### src/hw/rtl/ffba_pkg.sv
// ----------------------------------------------------------------------------
// ffba_pkg
// Shared types and codes of the first-fit block allocator: result codes,
// controller states and the command and status bundles.
// ----------------------------------------------------------------------------
package ffba_pkg;

	localparam int STATUS_W = 3;

	typedef enum logic [STATUS_W-1:0] {
		ST_REUSED = 3'd0,
		ST_NEW    = 3'd1,
		ST_ZERO   = 3'd2,
		ST_FULL   = 3'd3,
		ST_FREED  = 3'd4,
		ST_BADH   = 3'd5
	} status_t;

	typedef enum logic [2:0] {
		S_IDLE,
		S_DECIDE,
		S_READ,
		S_CHECK,
		S_DONE
	} state_t;

	// Commands from the controller to the datapath.
	typedef struct packed {
		logic    load_item;
		logic    start_scan;
		logic    rd_en;
		logic    step;
		logic    take_hit;
		logic    append;
		logic    do_free;
		logic    set_fail;
		status_t fail_code;
		logic    out_load;
	} cmd_t;

	// Status from the datapath to the controller.
	typedef struct packed {
		logic kind_free;
		logic req_zero;
		logic count_zero;
		logic tbl_full;
		logic handle_ok;
		logic hit;
		logic idx_zero;
		logic out_free;
	} stat_t;

endpackage

### src/hw/rtl/ffba_ctrl.sv
// ----------------------------------------------------------------------------
// ffba_ctrl
// Controller of the allocator: takes a request, chooses the path, steps the
// newest-to-oldest scan and hands the result to the output register.
// ----------------------------------------------------------------------------
module ffba_ctrl
	import ffba_pkg::*;
(
	input  logic  clk,
	input  logic  arst_n,
	input  logic  s_tvalid,
	output logic  s_tready,
	input  stat_t stat,
	output cmd_t  cmd
);

	state_t state_q;
	state_t state_d;

	always_ff @(posedge clk or negedge arst_n) begin
		if (!arst_n) begin
			state_q <= S_IDLE;
		end else begin
			state_q <= state_d;
		end
	end

	always_comb begin
		state_d = state_q;
		case (state_q)
			S_IDLE: begin
				if (s_tvalid) begin
					state_d = S_DECIDE;
				end
			end
			S_DECIDE: begin
				if (stat.kind_free || stat.req_zero || stat.count_zero) begin
					state_d = S_DONE;
				end else begin
					state_d = S_READ;
				end
			end
			S_READ: begin
				state_d = S_CHECK;
			end
			S_CHECK: begin
				if (stat.hit || stat.idx_zero) begin
					state_d = S_DONE;
				end else begin
					state_d = S_READ;
				end
			end
			S_DONE: begin
				if (stat.out_free) begin
					state_d = S_IDLE;
				end
			end
			default: begin
				state_d = S_IDLE;
			end
		endcase
	end

	always_comb begin
		cmd = '0;
		cmd.fail_code = ST_ZERO;
		s_tready = 1'b0;
		case (state_q)
			S_IDLE: begin
				s_tready = 1'b1;
				cmd.load_item = s_tvalid;
			end
			S_DECIDE: begin
				if (stat.kind_free) begin
					if (stat.handle_ok) begin
						cmd.do_free = 1'b1;
					end else begin
						cmd.set_fail = 1'b1;
						cmd.fail_code = ST_BADH;
					end
				end else if (stat.req_zero) begin
					cmd.set_fail = 1'b1;
					cmd.fail_code = ST_ZERO;
				end else if (stat.count_zero) begin
					cmd.append = 1'b1;
				end else begin
					cmd.start_scan = 1'b1;
				end
			end
			S_READ: begin
				cmd.rd_en = 1'b1;
			end
			S_CHECK: begin
				if (stat.hit) begin
					cmd.take_hit = 1'b1;
				end else if (!stat.idx_zero) begin
					cmd.step = 1'b1;
				end else if (stat.tbl_full) begin
					cmd.set_fail = 1'b1;
					cmd.fail_code = ST_FULL;
				end else begin
					cmd.append = 1'b1;
				end
			end
			S_DONE: begin
				cmd.out_load = stat.out_free;
			end
			default: begin
				cmd = '0;
			end
		endcase
	end

endmodule

### src/hw/rtl/ffba_dpath.sv
// ----------------------------------------------------------------------------
// ffba_dpath
// Datapath of the allocator: request registers, block table memories, block
// count, scan index, size compare, result and output registers.
// ----------------------------------------------------------------------------
module ffba_dpath
	import ffba_pkg::*;
#(
	parameter int NUM_BLOCKS = 16,
	parameter int SIZE_BITS  = 32
) (
	input  logic        clk,
	input  logic        arst_n,
	input  cmd_t        cmd,
	output stat_t       stat,
	input  logic        in_kind,
	input  logic [31:0] in_size,
	input  logic [3:0]  in_handle,
	output logic        m_tvalid,
	input  logic        m_tready,
	output logic [39:0] m_tdata
);

	localparam int IW = (NUM_BLOCKS > 1) ? $clog2(NUM_BLOCKS) : 1;
	localparam int CW = $clog2(NUM_BLOCKS + 1);
	localparam int HW = (CW > 4) ? CW : 4;
	localparam int XW = (SIZE_BITS > 32) ? SIZE_BITS : 32;

	logic [SIZE_BITS-1:0] size_mem [NUM_BLOCKS];
	logic                 mark_mem [NUM_BLOCKS];

	logic                 kind_q;
	logic [SIZE_BITS-1:0] req_q;
	logic [HW-1:0]        handle_q;
	logic [CW-1:0]        count_q;
	logic [IW-1:0]        idx_q;
	logic [SIZE_BITS-1:0] rd_size_q;
	logic                 rd_mark_q;
	status_t              res_status_q;
	logic [IW-1:0]        res_handle_q;
	logic [SIZE_BITS-1:0] res_size_q;
	logic                 m_tvalid_q;
	logic [39:0]          m_tdata_q;

	logic [XW-1:0]        in_size_x;
	logic [XW-1:0]        res_size_x;
	logic [HW-1:0]        res_handle_x;
	logic [HW-1:0]        count_x;
	logic [IW-1:0]        app_idx;
	logic [CW-1:0]        last_idx;
	logic                 mark_we;
	logic [IW-1:0]        mark_waddr;
	logic                 mark_wdata;

	assign in_size_x    = XW'(in_size);
	assign res_size_x   = XW'(res_size_q);
	assign res_handle_x = HW'(res_handle_q);
	assign count_x      = HW'(count_q);
	assign app_idx      = count_q[IW-1:0];
	assign last_idx     = count_q - CW'(1);

	assign stat.kind_free  = kind_q;
	assign stat.req_zero   = (req_q == '0);
	assign stat.count_zero = (count_q == '0);
	assign stat.tbl_full   = (count_q == CW'(NUM_BLOCKS));
	assign stat.handle_ok  = (handle_q < count_x);
	assign stat.hit        = rd_mark_q && (rd_size_q >= req_q);
	assign stat.idx_zero   = (idx_q == '0);
	assign stat.out_free   = !m_tvalid_q || m_tready;

	// Only one of the three free-mark writers is active in a cycle.
	always_comb begin
		mark_we    = cmd.take_hit || cmd.append || cmd.do_free;
		mark_wdata = cmd.do_free;
		if (cmd.do_free) begin
			mark_waddr = handle_q[IW-1:0];
		end else if (cmd.append) begin
			mark_waddr = app_idx;
		end else begin
			mark_waddr = idx_q;
		end
	end

	always_ff @(posedge clk) begin
		if (cmd.append) begin
			size_mem[app_idx] <= req_q;
		end
		if (mark_we) begin
			mark_mem[mark_waddr] <= mark_wdata;
		end
		if (cmd.rd_en) begin
			rd_size_q <= size_mem[idx_q];
			rd_mark_q <= mark_mem[idx_q];
		end
	end

	always_ff @(posedge clk) begin
		if (cmd.load_item) begin
			kind_q   <= in_kind;
			req_q    <= in_size_x[SIZE_BITS-1:0];
			handle_q <= HW'(in_handle);
		end
		if (cmd.start_scan) begin
			idx_q <= last_idx[IW-1:0];
		end else if (cmd.step) begin
			idx_q <= idx_q - IW'(1);
		end
		if (cmd.take_hit) begin
			res_status_q <= ST_REUSED;
			res_handle_q <= idx_q;
			res_size_q   <= rd_size_q;
		end else if (cmd.append) begin
			res_status_q <= ST_NEW;
			res_handle_q <= app_idx;
			res_size_q   <= req_q;
		end else if (cmd.do_free) begin
			res_status_q <= ST_FREED;
			res_handle_q <= handle_q[IW-1:0];
			res_size_q   <= '0;
		end else if (cmd.set_fail) begin
			res_status_q <= cmd.fail_code;
			res_handle_q <= '0;
			res_size_q   <= '0;
		end
		if (cmd.out_load) begin
			m_tdata_q <= {1'b0, res_size_x[31:0], res_handle_x[3:0], res_status_q};
		end
	end

	always_ff @(posedge clk or negedge arst_n) begin
		if (!arst_n) begin
			count_q    <= '0;
			m_tvalid_q <= 1'b0;
		end else begin
			if (cmd.append) begin
				count_q <= count_q + CW'(1);
			end
			if (cmd.out_load) begin
				m_tvalid_q <= 1'b1;
			end else if (m_tready) begin
				m_tvalid_q <= 1'b0;
			end
		end
	end

	assign m_tvalid = m_tvalid_q;
	assign m_tdata  = m_tdata_q;

endmodule

### src/hw/rtl/first_fit_block_allocator.sv
// One request at a time: a request is taken when the controller is idle, even
// while the previous result still waits in the output register. A free, a
// zero-size allocate or an allocate into an empty table goes from the decide
// state straight to the done state. Any other allocate scans the block table
// from the newest block to the oldest, through a read state and a check state
// per block, as the table memory's read port is registered. The table needs no
// clearing after reset.
// ----------------------------------------------------------------------------
// first_fit_block_allocator
// First-fit allocator over a table of up to NUM_BLOCKS sized blocks, built as
// a controller and a datapath.
// ----------------------------------------------------------------------------
module first_fit_block_allocator
	import ffba_pkg::*;
#(
	parameter int NUM_BLOCKS = 16,
	parameter int SIZE_BITS  = 32
) (
	input  logic        clk,
	input  logic        arst_n,
	input  logic        s_tvalid,
	output logic        s_tready,
	input  logic [39:0] s_tdata,  // request_size[31:0], handle[35:32], zero pad
	input  logic        s_tuser,  // kind
	output logic        m_tvalid,
	input  logic        m_tready,
	output logic [39:0] m_tdata   // status[2:0], granted_handle[6:3],
	                              // granted_size[38:7], zero pad
);

	cmd_t  cmd;
	stat_t stat;

	ffba_ctrl u_ctrl (
		.clk      (clk),
		.arst_n   (arst_n),
		.s_tvalid (s_tvalid),
		.s_tready (s_tready),
		.stat     (stat),
		.cmd      (cmd)
	);

	ffba_dpath #(
		.NUM_BLOCKS (NUM_BLOCKS),
		.SIZE_BITS  (SIZE_BITS)
	) u_dpath (
		.clk       (clk),
		.arst_n    (arst_n),
		.cmd       (cmd),
		.stat      (stat),
		.in_kind   (s_tuser),
		.in_size   (s_tdata[31:0]),
		.in_handle (s_tdata[35:32]),
		.m_tvalid  (m_tvalid),
		.m_tready  (m_tready),
		.m_tdata   (m_tdata)
	);

endmodule
### config.mk
export PLATFORM = sky130hd
export DESIGN_NAME = first_fit_block_allocator
export DESIGN_NICKNAME = d
export VERILOG_FILES = /design/src/hw/rtl/ffba_pkg.sv /design/src/hw/rtl/ffba_ctrl.sv /design/src/hw/rtl/ffba_dpath.sv /design/src/hw/rtl/first_fit_block_allocator.sv
export SDC_FILE = /design/constraint.sdc
export NUM_CORES = 1
export LEC_CHECK = 0
export ABC_AREA = 1
export ABC_CLOCK_PERIOD_IN_PS = 4000
export BUFFER_PORTS_ARGS = -buffer_cell sky130_fd_sc_hd__buf_2
export CAP_MARGIN = 20
export CORE_MARGIN = 3
export CORE_UTILIZATION = 50
export DETAILED_ROUTE_END_ITERATION = 12
export HOLD_SLACK_MARGIN = 0.08
export PLACE_DENSITY = 0.71
export SLEW_MARGIN = 20
export SYNTH_ARGS = -nofsm -noshare
export SYNTH_HDL_FRONTEND = slang
export SYNTH_SLANG_ARGS = --single-unit
### constraint.sdc
create_clock -name clk -period 4 [get_ports clk]
set_clock_uncertainty 0.2 [all_clocks]
set_input_delay 0.6 -clock clk [delete_from_list [all_inputs] [get_ports clk]]
set_output_delay 0.6 -clock clk [all_outputs]
set_load 0.03 [all_outputs]
* Word-level counts from Yosys, hierarchy flattened *
Memories as Yosys holds them, arrays and structs flattened. A register that Yosys moved wholly into a read port is not among the register bits.
Cells that the tools add are included.

word-level totals
  register bits = 128
  RAM bits = 528
  bits of input ports = 45
  output and inout bits = 42
  word-level logic and storage cells = 103
  memories kept = 2

memories
  name              depth  width  read ports  clocked after Yosys merged registers in  write ports  line              RTL
  u_dpath.size_mem  16     32     1           1                                        1            ffba_dpath.sv:29  logic [SIZE_BITS-1:0] size_mem [NUM_BLOCKS];
  u_dpath.mark_mem  16     1      1           1                                        1            ffba_dpath.sv:30  logic mark_mem [NUM_BLOCKS];

cells by class
  add/sub/neg operators = 3
  magnitude comparators = 2
  eq/ne operators = 7
  mux-type cells = 55
  reduce and logical (&&, ||, !) cells = 21

operator list
  cell                 count
  $mux 32              4
  $mux 4               14
  $ge 32x32->1         1
  $logic_not 32->1     1
  $mux 1               27
  $mux 3               6
  $pmux 3 s5           1
  $pmux 4 s3           1
  $sub 4x1->4 const B  2
  $eq 3x2->1 const B   2
  $logic_or 1x1->1     6
  $reduce_bool 2->1    3
  $reduce_or 3->1      2
  $add 5x1->5 const B  1
  $eq 5x5->1 const B   1
  $logic_not 5->1      1
  $lt 4x5->1           1
  $logic_not 4->1      1
  $reduce_bool 4->1    1
  $eq 3x1->1 const B   1
  $eq 3x3->1 const B   1
  $logic_not 3->1      1
  $reduce_bool 3->1    1
  $mux 2               1
  7 further kinds      7

* Logic depth before layout (Yosys ltp) *
Gate-level depths: netlist of the first run.

  word-level depth = 9
  gate-level depth with buffers = 23
  gate-level depth less buffers = 23

* Cells and area by module *
From an unflattened synthesis of the first run, not the netlist that was laid out.

unflattened totals
  cells, all modules = 2,041
  area total of the unflattened synthesis = 27,348.7 um^2

by module, submodules not included
  module      times used  cells an instance  area each (um^2)  sequential area each (um^2)
  ffba_dpath  1           1,981              27,017.2          20,539.7
  ffba_ctrl   1           60                 331.6             75.1

* Worst setup path after synthesis of the first run *
OpenSTA, ideal clock, no wires.

  kind = reg2reg
  start = reg u_dpath.req_q[15]
  end = mem u_dpath.size_mem[10][0], enable pin
  setup time = 0.421 ns
  arrival = 3.382 ns
  required time = 3.379 ns
  setup slack = -0.003 ns
  stages on the path, launching flop included = 16
  path buffers = 1
  clock period less this slack = 4.003 ns
  cells stage by stage = edfxtp_1 -> inv_1 -> ha_1 -> a21o_1 -> nor2_1 -> nand2_1 -> nor2_1 -> nand2_1 -> nand2_1 -> nand2_1 -> nand2_1 -> nand2_2 -> nand2_4 -> buf_2 -> nand2_1 -> nor2_1

on the way
  cells in the longest elaborated chain, start to end = 6
  elaborated cells on any way between the ends = 9
  those cells by class = 1 x order compare; 6 x mux; 2 x reduce/logical

RTL lines
  element                                                  line                                RTL
  start: declaration                                       ffba_dpath.sv:33                    logic [SIZE_BITS-1:0] req_q;
  start signal: assignment                                 ffba_dpath.sv:100                   req_q <= in_size_x[SIZE_BITS-1:0];
  $ge 32x32->1 / $logic_not 32->1 (equally long branches)  ffba_dpath.sv:67, ffba_dpath.sv:63
  $logic_and 1x1->1 / $mux 1 (equally long branches)       ffba_dpath.sv:67, ffba_ctrl.sv:81
  $mux 1, on equally long branches                         ffba_ctrl.sv:94, ffba_ctrl.sv:74
  $pmux 1 s2 (*)                                           ffba_ctrl.sv:68                     case (state_q)
  $mux 1 (*)                                               ffba_dpath.sv:85                    if (cmd.append) begin
  $mux 1 (not written as such) (*)                         ffba_dpath.sv:86                    size_mem[app_idx] <= req_q;
  end: declaration                                         ffba_dpath.sv:29

Every way passes the cells marked *; elsewhere a longest branch is shown, timed or not.

* Worst setup path after layout of the first run *
  start = reg u_dpath.req_q[23]
  end = mem u_dpath.mark_mem[9], enable pin

on the way
  cells in the longest elaborated chain, start to end = 8
  elaborated cells on any way between the ends = 15
  those cells by class = 1 x order compare; 10 x mux; 4 x reduce/logical

RTL lines
  element                                                  line                                RTL
  $ge 32x32->1 / $logic_not 32->1 (equally long branches)  ffba_dpath.sv:67, ffba_dpath.sv:63
  $logic_and 1x1->1 / $mux 1 (equally long branches)       ffba_dpath.sv:67, ffba_ctrl.sv:81
  $mux 1, on equally long branches                         ffba_ctrl.sv:94, ffba_ctrl.sv:74
  $pmux 1 s2 / $mux 2 (equally long branches)              ffba_ctrl.sv:68
  $logic_or 1x1->1 (2 in series)                           ffba_dpath.sv:73                    mark_we = cmd.take_hit || cmd.append || cmd.do_free;
  $mux 1                                                   ffba_dpath.sv:88                    if (mark_we) begin
  $mux 1 (not written as such)                             ffba_dpath.sv:89                    mark_mem[mark_waddr] <= mark_wdata;
  end: declaration                                         ffba_dpath.sv:30

Several ways; a longest one is shown, not always the timed one.

==> results.tsv, run 1 <==
stage	metric	value	unit
worst_setup_path	r2r_setup_slack	0.21	ns
sta	slew-limit-headroom	27.76	%
sta	setup_violations	0	
final_layout	n_antenna_cell	0	
worst_setup_path	worstPathMaxFanout	18	
floorplan	rows	84	
worst_setup_path	critPathArrivalTime	3.90	ns
global_route	grt_max_degree	175	
cts	cts_tree	done	
cts	clock_latency	0.61	ns
yosys	synthesis.area	27210	um^2
worst_setup_path	reg2reg_to	u_dpath.mark_mem[9]	
sta	max_freq	263.8	MHz
cts	path_clk_slew	0.06	ns
yosys	async_reset_ff_share	1.306	%
global_route	grt_pass1_wl	101200	um
worst_setup_path	rr_worst_depth	18	
global_route	antenna_found_initial	1	
global_route	grt-ovfl-total	0	
worst_setup_path	worst-setup-path-type	flip-flop to flip-flop	
sta	min_period	3.790	ns
place	dp_cells	2801	
drt	wl_per_cell	22.91	um
job	drv_cap	0	
worst_setup_path	start_kind	flip-flop	
min_path	hold_path_class	primary input to flip-flop	
global_route	grt_pass1_vias	16800	
floorplan	io_pins	87	
final_layout	fin_util	60.02	%
sta	hold_viol	0	
floorplan	dieArea	57260	um^2
cts	numCtsBuffers	70	
drt	drcViolationCount	0	
sta	fin_ws	0.2099	ns
final_layout	seq_area	20610	um^2
place	pre_cts_slack	0.2192	ns
worst_setup_path	crit_path_end	u_dpath.mark_mem[9]	
final_layout	multiInputGateArea	6042	um^2
cts	cts_root_buf	clkbuf_16	
final_layout	drive_gt1_share	14.36	%
drt	avgViaCountPerCell	5.876	
yosys	synth_cells	2055	
worst_setup_path	cp-end-kind	flip-flop	
floorplan	fp.dieH	239.3	um
cts	clock_sinks	689	
place	finalWeightedCongestion	0.8468	
final_layout	fin_nets	2330	
worst_setup_path	required	4.11	ns
pwr	p_leak	11.13	nW
global_route	grt.total_usage	23.85	%
yosys	ys_warn_count	0	
drt	routed_wl	68420	um
drt	drtAntennaViolNets	0	
drt	via_count	17550	
final_layout	areaGrowthSynthToFinish	17.28	%
drt	drt_iter0_drc	2345	
status	status	finished clean	
final_layout	instances_no_fill	2986	
yosys	ys_seq_elements	689	
floorplan	start_util	51.17	%
yosys	ys_seq_area_share	75.75	%
floorplan	core	53180	um^2
floorplan	die_width	239.3	um
cts	cts_max_path_buffers	3	
worst_setup_path	reg2reg_from	u_dpath.req_q[23]	
cts	htree_levels	3	
yosys	syn-num-nets	2140	
sta	min_period_over_period	94.75	%
sta	drv_slew	0	
drt	first_pass_iters	6	
sta	worst_slew_pin_slew	1.084	ns
place	place_area	29160	um^2
place	port_buffers	81	
pwr	vdd_ir_drop_max	0.3801	mV
yosys	ys_types	45	
pwr	cellPowerDensity	612.9	nW/um^2
place	dp_hpwl	38580	um
yosys	synth_area_per_cell	13.24	um^2
worst_setup_path	crit_path_start	u_dpath.req_q[23]	
yosys	synth_edf_count	677	
yosys	synth_ff_type	edfxtp_1	
final_layout	nFillCells	3993	
final_layout	fin_area	31920	um^2
min_path	whs_path_depth	4	
flip-flops by register name (all words and copies together) (netlist names):
signal / count
u_dpath.size_mem: 512
u_dpath.m_tdata: 39
u_dpath.rd_size_q: 32
u_dpath.req_q: 32
u_dpath.res_size_q: 32
u_dpath.mark_mem: 16
u_dpath.count_q: 5
u_dpath.handle_q: 4
u_dpath.idx_q: 4
u_dpath.res_handle_q: 4
u_ctrl.state_q: 3
u_dpath.res_status_q: 3
u_dpath.kind_q: 1
u_dpath.m_tvalid: 1
u_dpath.rd_mark_q: 1
cells in the final DEF (no fill, tap or decap), drive strengths merged, types with 5 or more instances in the layout:
cell and instances:
a21oi 40, a311oi 17, buf 189, bufinv 5, clkbuf 82, clkinv 32
dfrtp 9, dlygate4sd3 39, edfxtp 677, ha 40, inv 76, nand2 427
nand3 106, nand4 51, nor2 205, nor3 5, nor4 5, o21ai 197
o221ai 44, o22ai 23, xor2 5
synth_stat cells, drive strengths merged, types with 9 or more instances:
cell,count,share of area [%]
a21oi,40,0.78
a311oi,17,0.55
buf,29,0.48
clkbuf,81,1.1
dfrtp,9,0.83
edfxtp,677,75
ha,40,1.8
inv,72,0.99
nand2,427,6.0
nand3,106,2.0
nand4,51,1.2
nor2,205,2.9
o21ai,197,3.6
o221ai,44,1.4
o22ai,23,0.53
metal layers:
metal	GRT usage (%)	share of wire (%)	vias up	wire [um]
met3	3.834	8.9	165	6117
met2	38.55	48	916	32740
met1	33.07	40	8568	27440
met5	0	0.010	-	7
met4	8.869	3.1	2	2119
li1	-	-	7896	-
logic make-up (layout without fill, tap and decap cells):
logic type / count (synthesis) / after routing / share of synthesized area [%]
DFF: 689 / 689 / 75.75
xor gates and xnor gates: 6 / 6 / 0.1931
adders and majority gates: 40 / 40 / 1.839
and+or+nand+nor: 806 / 806 / 12.44
other: 1 / 1 / 0.01378
buffers and inverters: 182 / 425 / 2.598
AOI/OAI and AO/OA: 331 / 331 / 7.167
critical path, stage by stage, from the launching register on:
cell      delay (ns)
edfxtp_1        0.59
inv_1           0.25
ha_1            0.36
nand2_1         0.08
nor2_1          0.15
nand4_1         0.11
nor2_1          0.12
nand2_1         0.07
nand2_1         0.12
nand2_1         0.15
nand2_2         0.13
nand2_4         0.16
inv_1           0.40
nand2_1         0.15
nand2_1         0.09
nand2_1         0.05
nand2_1         0.07
nand2_2         0.08
nor2_1          0.14
final cells by class:
type | count | area share (%)
Tap cell | 688 | 2.697
Clock buffer | 82 | 5.661
Inverter | 72 | 0.8624
Timing Repair Buffer | 228 | 6.053
Sequential cell | 689 | 64.59
Clock inverter | 43 | 1.211
Multi-Input combinational cell | 1184 | 18.93
worst min path at each step:
stage,startpoint,to
5_1_grt,m_tready,u_dpath.m_tvalid
3_3_place_gp,u_dpath.res_size_q[23],u_dpath.m_tdata[30]
4_1_cts,m_tready,u_dpath.m_tvalid
3_5_place_dp,u_dpath.res_size_q[17],u_dpath.m_tdata[24]
6_report,m_tready,u_dpath.m_tvalid
2_1_floorplan,arst_n,u_ctrl.state_q[0]
report_power, final:
group | internal (W) | switching (W)
registers | 0.00888 | 0.000303
clock network | 0.00358 | 0.00272
logic | 0.00115 | 0.00293
what timing repair did:
action,4_1_cts,5_1_grt
endpoints found under the setup margin,0,8
endpoints found under the hold margin,47,0
buffers inserted,0,20
gates resized for setup,0,0
hold buffers,39,0
per-stage QoR:
stage | power (W) | hold slack, ns | TNS, ns
final | 0.01956 | 0.1192 | 0
after global routing | 0.02039 | 0.1386 | -0.01676
after CTS | 0.01954 | 0.09010 | 0
after detailed placement | 0.01327 | 0.2056 | 0
after global placement | 0.01312 | 0.2019 | 0
after floorplan | 0.01168 | 0.1044 | -0.7012
(Power assumes the default switching activity.)
==> run 2: changes to the inputs <==
--- a/config.mk
+++ b/config.mk
@@ -9,6 +9,7 @@
 export ABC_CLOCK_PERIOD_IN_PS = 4000
 export BUFFER_PORTS_ARGS = -buffer_cell sky130_fd_sc_hd__buf_2
 export CAP_MARGIN = 20
+export CORE_ASPECT_RATIO = 0.75
 export CORE_MARGIN = 3
 export CORE_UTILIZATION = 50
 export DETAILED_ROUTE_END_ITERATION = 12
==> run 2 against run 1 <==
Clock power fell by 1%. Combinational power barely moved. Wire length rose by 1.5%. Clock-buffer cell count fell by 15. Total power fell by 0.53%. Flip-flop and latch count did not move. Via count barely moved. Critical path type unchanged.
==> results.tsv, run 2 (synthesis gave the netlist of run 1 again) <==
stage	metric	value	unit	change
status	status	finished clean		
sta	worst_slew_pin_slew	1.090	ns	+0.006076 ns
global_route	grt_pass1_vias	17230		+2.6%
worst_setup_path	cp_slowest_cell	o21ai_0		
final_layout	areaGrowthSynthToFinish	17.03	%	
sta	min_period	3.842	ns	+0.05179 ns
drt	avgViaCountPerCell	5.868		-0.14%
floorplan	fp.dieH	208.0	um	-13%
global_route	grt-ovfl-total	0		unchanged
pwr	vdd_ir_drop_max	0.5191	mV	+37%
worst_setup_path	critPathBufInv	3		+1
worst_setup_path	cpMostUsedCell	nand2_1		
drt	routed_wl	69450	um	+1.5%
global_route	grt_max_degree	157		-10%
cts	numCtsBuffers	60		-14%
sta	hold_viol	0		unchanged
place	finalWeightedCongestion	0.8992		+6.2%
worst_setup_path	path_delay_family	simple AND/OR/NAND/NOR gates		
worst_setup_path	cp-end-kind	flip-flop		
final_layout	largest_register_ffs	512		unchanged
pwr	cellPowerDensity	610.9	nW/um^2	-0.32%
floorplan	rows	73		-13%
drt	drt_iter0_drc	2296		-2.1%
sta	drv_slew	0		unchanged
worst_setup_path	critPathArrivalTime	3.94	ns	+0.04 ns
floorplan	die_width	275.4	um	+15%
drt	via_count	17550		-0.0057%
final_layout	mostFrequentLayoutCell	edfxtp_1		
worst_setup_path	cp_cell_sequence	inv_1 > ha_1 > nand2_1 > a21oi_1 > nor2_1 > nand2_1 > nor2_1 > nand2_1 > nand2_1 > nand2_1 > nand2_1 > nand2_2 > nand2_4 > inv_1 > buf_12 > o21ai_0		
final_layout	layout_common_cells	edfxtp_1 (677), nand2_1 (421), o21ai_0 (192), nor2_1 (181), nand3_1 (103)		
place	dp_hpwl	40970	um	+6.2%
worst_setup_path	start_kind	flip-flop		
floorplan	core	53430	um^2	+0.47%
sta	fin_ws	0.1581	ns	-0.05179 ns
global_route	grt_pass1_wl	103900	um	+2.7%
drt	drtAntennaViolNets	0		unchanged
cts	clock_sinks	689		unchanged
sta	max_freq	260.3	MHz	-1.3%
worst_setup_path	worst-setup-path-type	flip-flop to flip-flop		
final_layout	n_antenna_cell	0		unchanged
sta	min_period_over_period	96.05	%	+1.3 points
worst_setup_path	required	4.10	ns	about the same
final_layout	fin_nets	2314		-0.69%
cts	cts_root_buf	clkbuf_16		
cts	htree_levels	2		-1
pwr	power	0.01946	W	-0.53%
cts	clock_latency	0.62	ns	about the same
place	pre_cts_slack	0.2923	ns	+0.07313 ns
cts	path_clk_slew	0.07	ns	about the same
floorplan	io_pins	87		unchanged
final_layout	seq_area	20610	um^2	unchanged
pwr	p_leak	11.06	nW	-0.66%
min_path	hold_path_class	primary input to asynchronous set/reset pin		
cts	cts_max_path_buffers	3		unchanged
final_layout	nFillCells	4010		+0.43%
sta	slew-limit-headroom	27.36	%	-0.40 points
final_layout	drive_gt1_share	14.09	%	-0.27 points
final_layout	top_register	u_dpath.size_mem		
global_route	antenna_found_initial	1		unchanged
drt	wl_per_cell	23.23	um	+1.4%
global_route	grt.total_usage	24.31	%	+0.45 points
final_layout	fin_util	59.61	%	-0.41 points
drt	first_pass_iters	6		unchanged
sta	setup_violations	0		unchanged
job	drv_cap	0		unchanged
worst_setup_path	worstPathMaxFanout	32		+14
drt	drcViolationCount	0		unchanged
floorplan	dieArea	57290	um^2	about the same
sta	rsz0062_at_grt	no		
place	port_buffers	81		unchanged
worst_setup_path	cp_slowest_stage_delay	0.60	ns	about the same
floorplan	start_util	50.93	%	-0.24 points
final_layout	multiInputGateArea	6042	um^2	unchanged
cts	cts_tree	done		
==> run 2: changes by cell type in the layout (fill, tap and decap cells not counted), moves of 4 or more <==
cell	change
clkinvlp_4	+5
clkbuf_16	-9
bufinv_16	+8
clkinv_1	-7
buf_4	-8
clkbuf_1	-5
o21ai_1	+4
o21ai_0	-4
==> run 2: worst register-to-register path, cell delays in order, from the launching register on <==
cell and delay (ns):
edfxtp_1 0.57, inv_1 0.12, ha_1 0.30, nand2_1 0.09, a21oi_1 0.05, nor2_1 0.24
nand2_1 0.15, nor2_1 0.10, nand2_1 0.10, nand2_1 0.08, nand2_1 0.10, nand2_1 0.20
nand2_2 0.12, nand2_4 0.20, inv_1 0.13, buf_12 0.19, o21ai_0 0.62
==> run 2: path summary, 6_finish.rpt <==
path	from	to	slack [ns]	cells past startpoint
setup / recovery	u_dpath.req_q[14]	u_dpath.res_size_q[7]	0.16	16
hold / removal	arst_n	u_dpath.m_tvalid	0.17	2
setup reg to reg	u_dpath.req_q[14]	u_dpath.res_size_q[7]	0.16	16
hold reg to reg	u_dpath.res_size_q[18]	u_dpath.m_tdata[25]	0.22	0
max in group asynchronous	arst_n	u_dpath.count_q[2]	3.23	2
min in group clk	u_dpath.res_size_q[18]	u_dpath.m_tdata[25]	0.22	0
==> run 2: per-layer routing <==
layer / vias up / GRT usage [%] / share of wire [%]
met5: - / 0 / 0.017
met4: 2 / 8.480 / 3.1
met3: 154 / 7.714 / 14
met2: 1016 / 34.73 / 43
met1: 8501 / 35.27 / 41
li1: 7873 / - / -
==> run 2: where the power goes <==
part / internal [W] / switching, W
registers: 0.00887 / 0.000312
logic: 0.00110 / 0.00295
clock network: 0.00363 / 0.00258
==> run 2: cell type report <==
cell class | instances | share of cell area, %
Sequential cell | 689 | 64.73
Inverter | 72 | 0.8643
Multi-Input combinational cell | 1184 | 18.97
Clock buffer | 67 | 4.863
Tap cell | 712 | 2.797
Clock inverter | 44 | 1.807
Timing Repair Buffer | 222 | 5.971
==> run 2: metrics by stage <==
| step | hold WS, ns | area, um^2 | std cells | setup TNS [ns] |
|---|---|---|---|---|
| after floorplan | 0.1044 | 27210 | 2055 | -0.7012 |
| after global placement | 0.2011 | 29270 | 2834 | 0 |
| after detailed placement | 0.2045 | 29270 | 2834 | 0 |
| after CTS | 0.1483 | 31800 | 2985 | 0 |
| after global routing | 0.1845 | 31850 | 2990 | 0 |
| final | 0.1710 | 31850 | 2990 | 0 |
==> run 2: timing repair <==
item | in CTS | in global routing
buffers inserted | 0 | 5
resized for setup | 0 | 4
hold buffers | 40 | 0
setup endpoints to repair | 0 | 145
hold endpoints to repair | 48 | 0
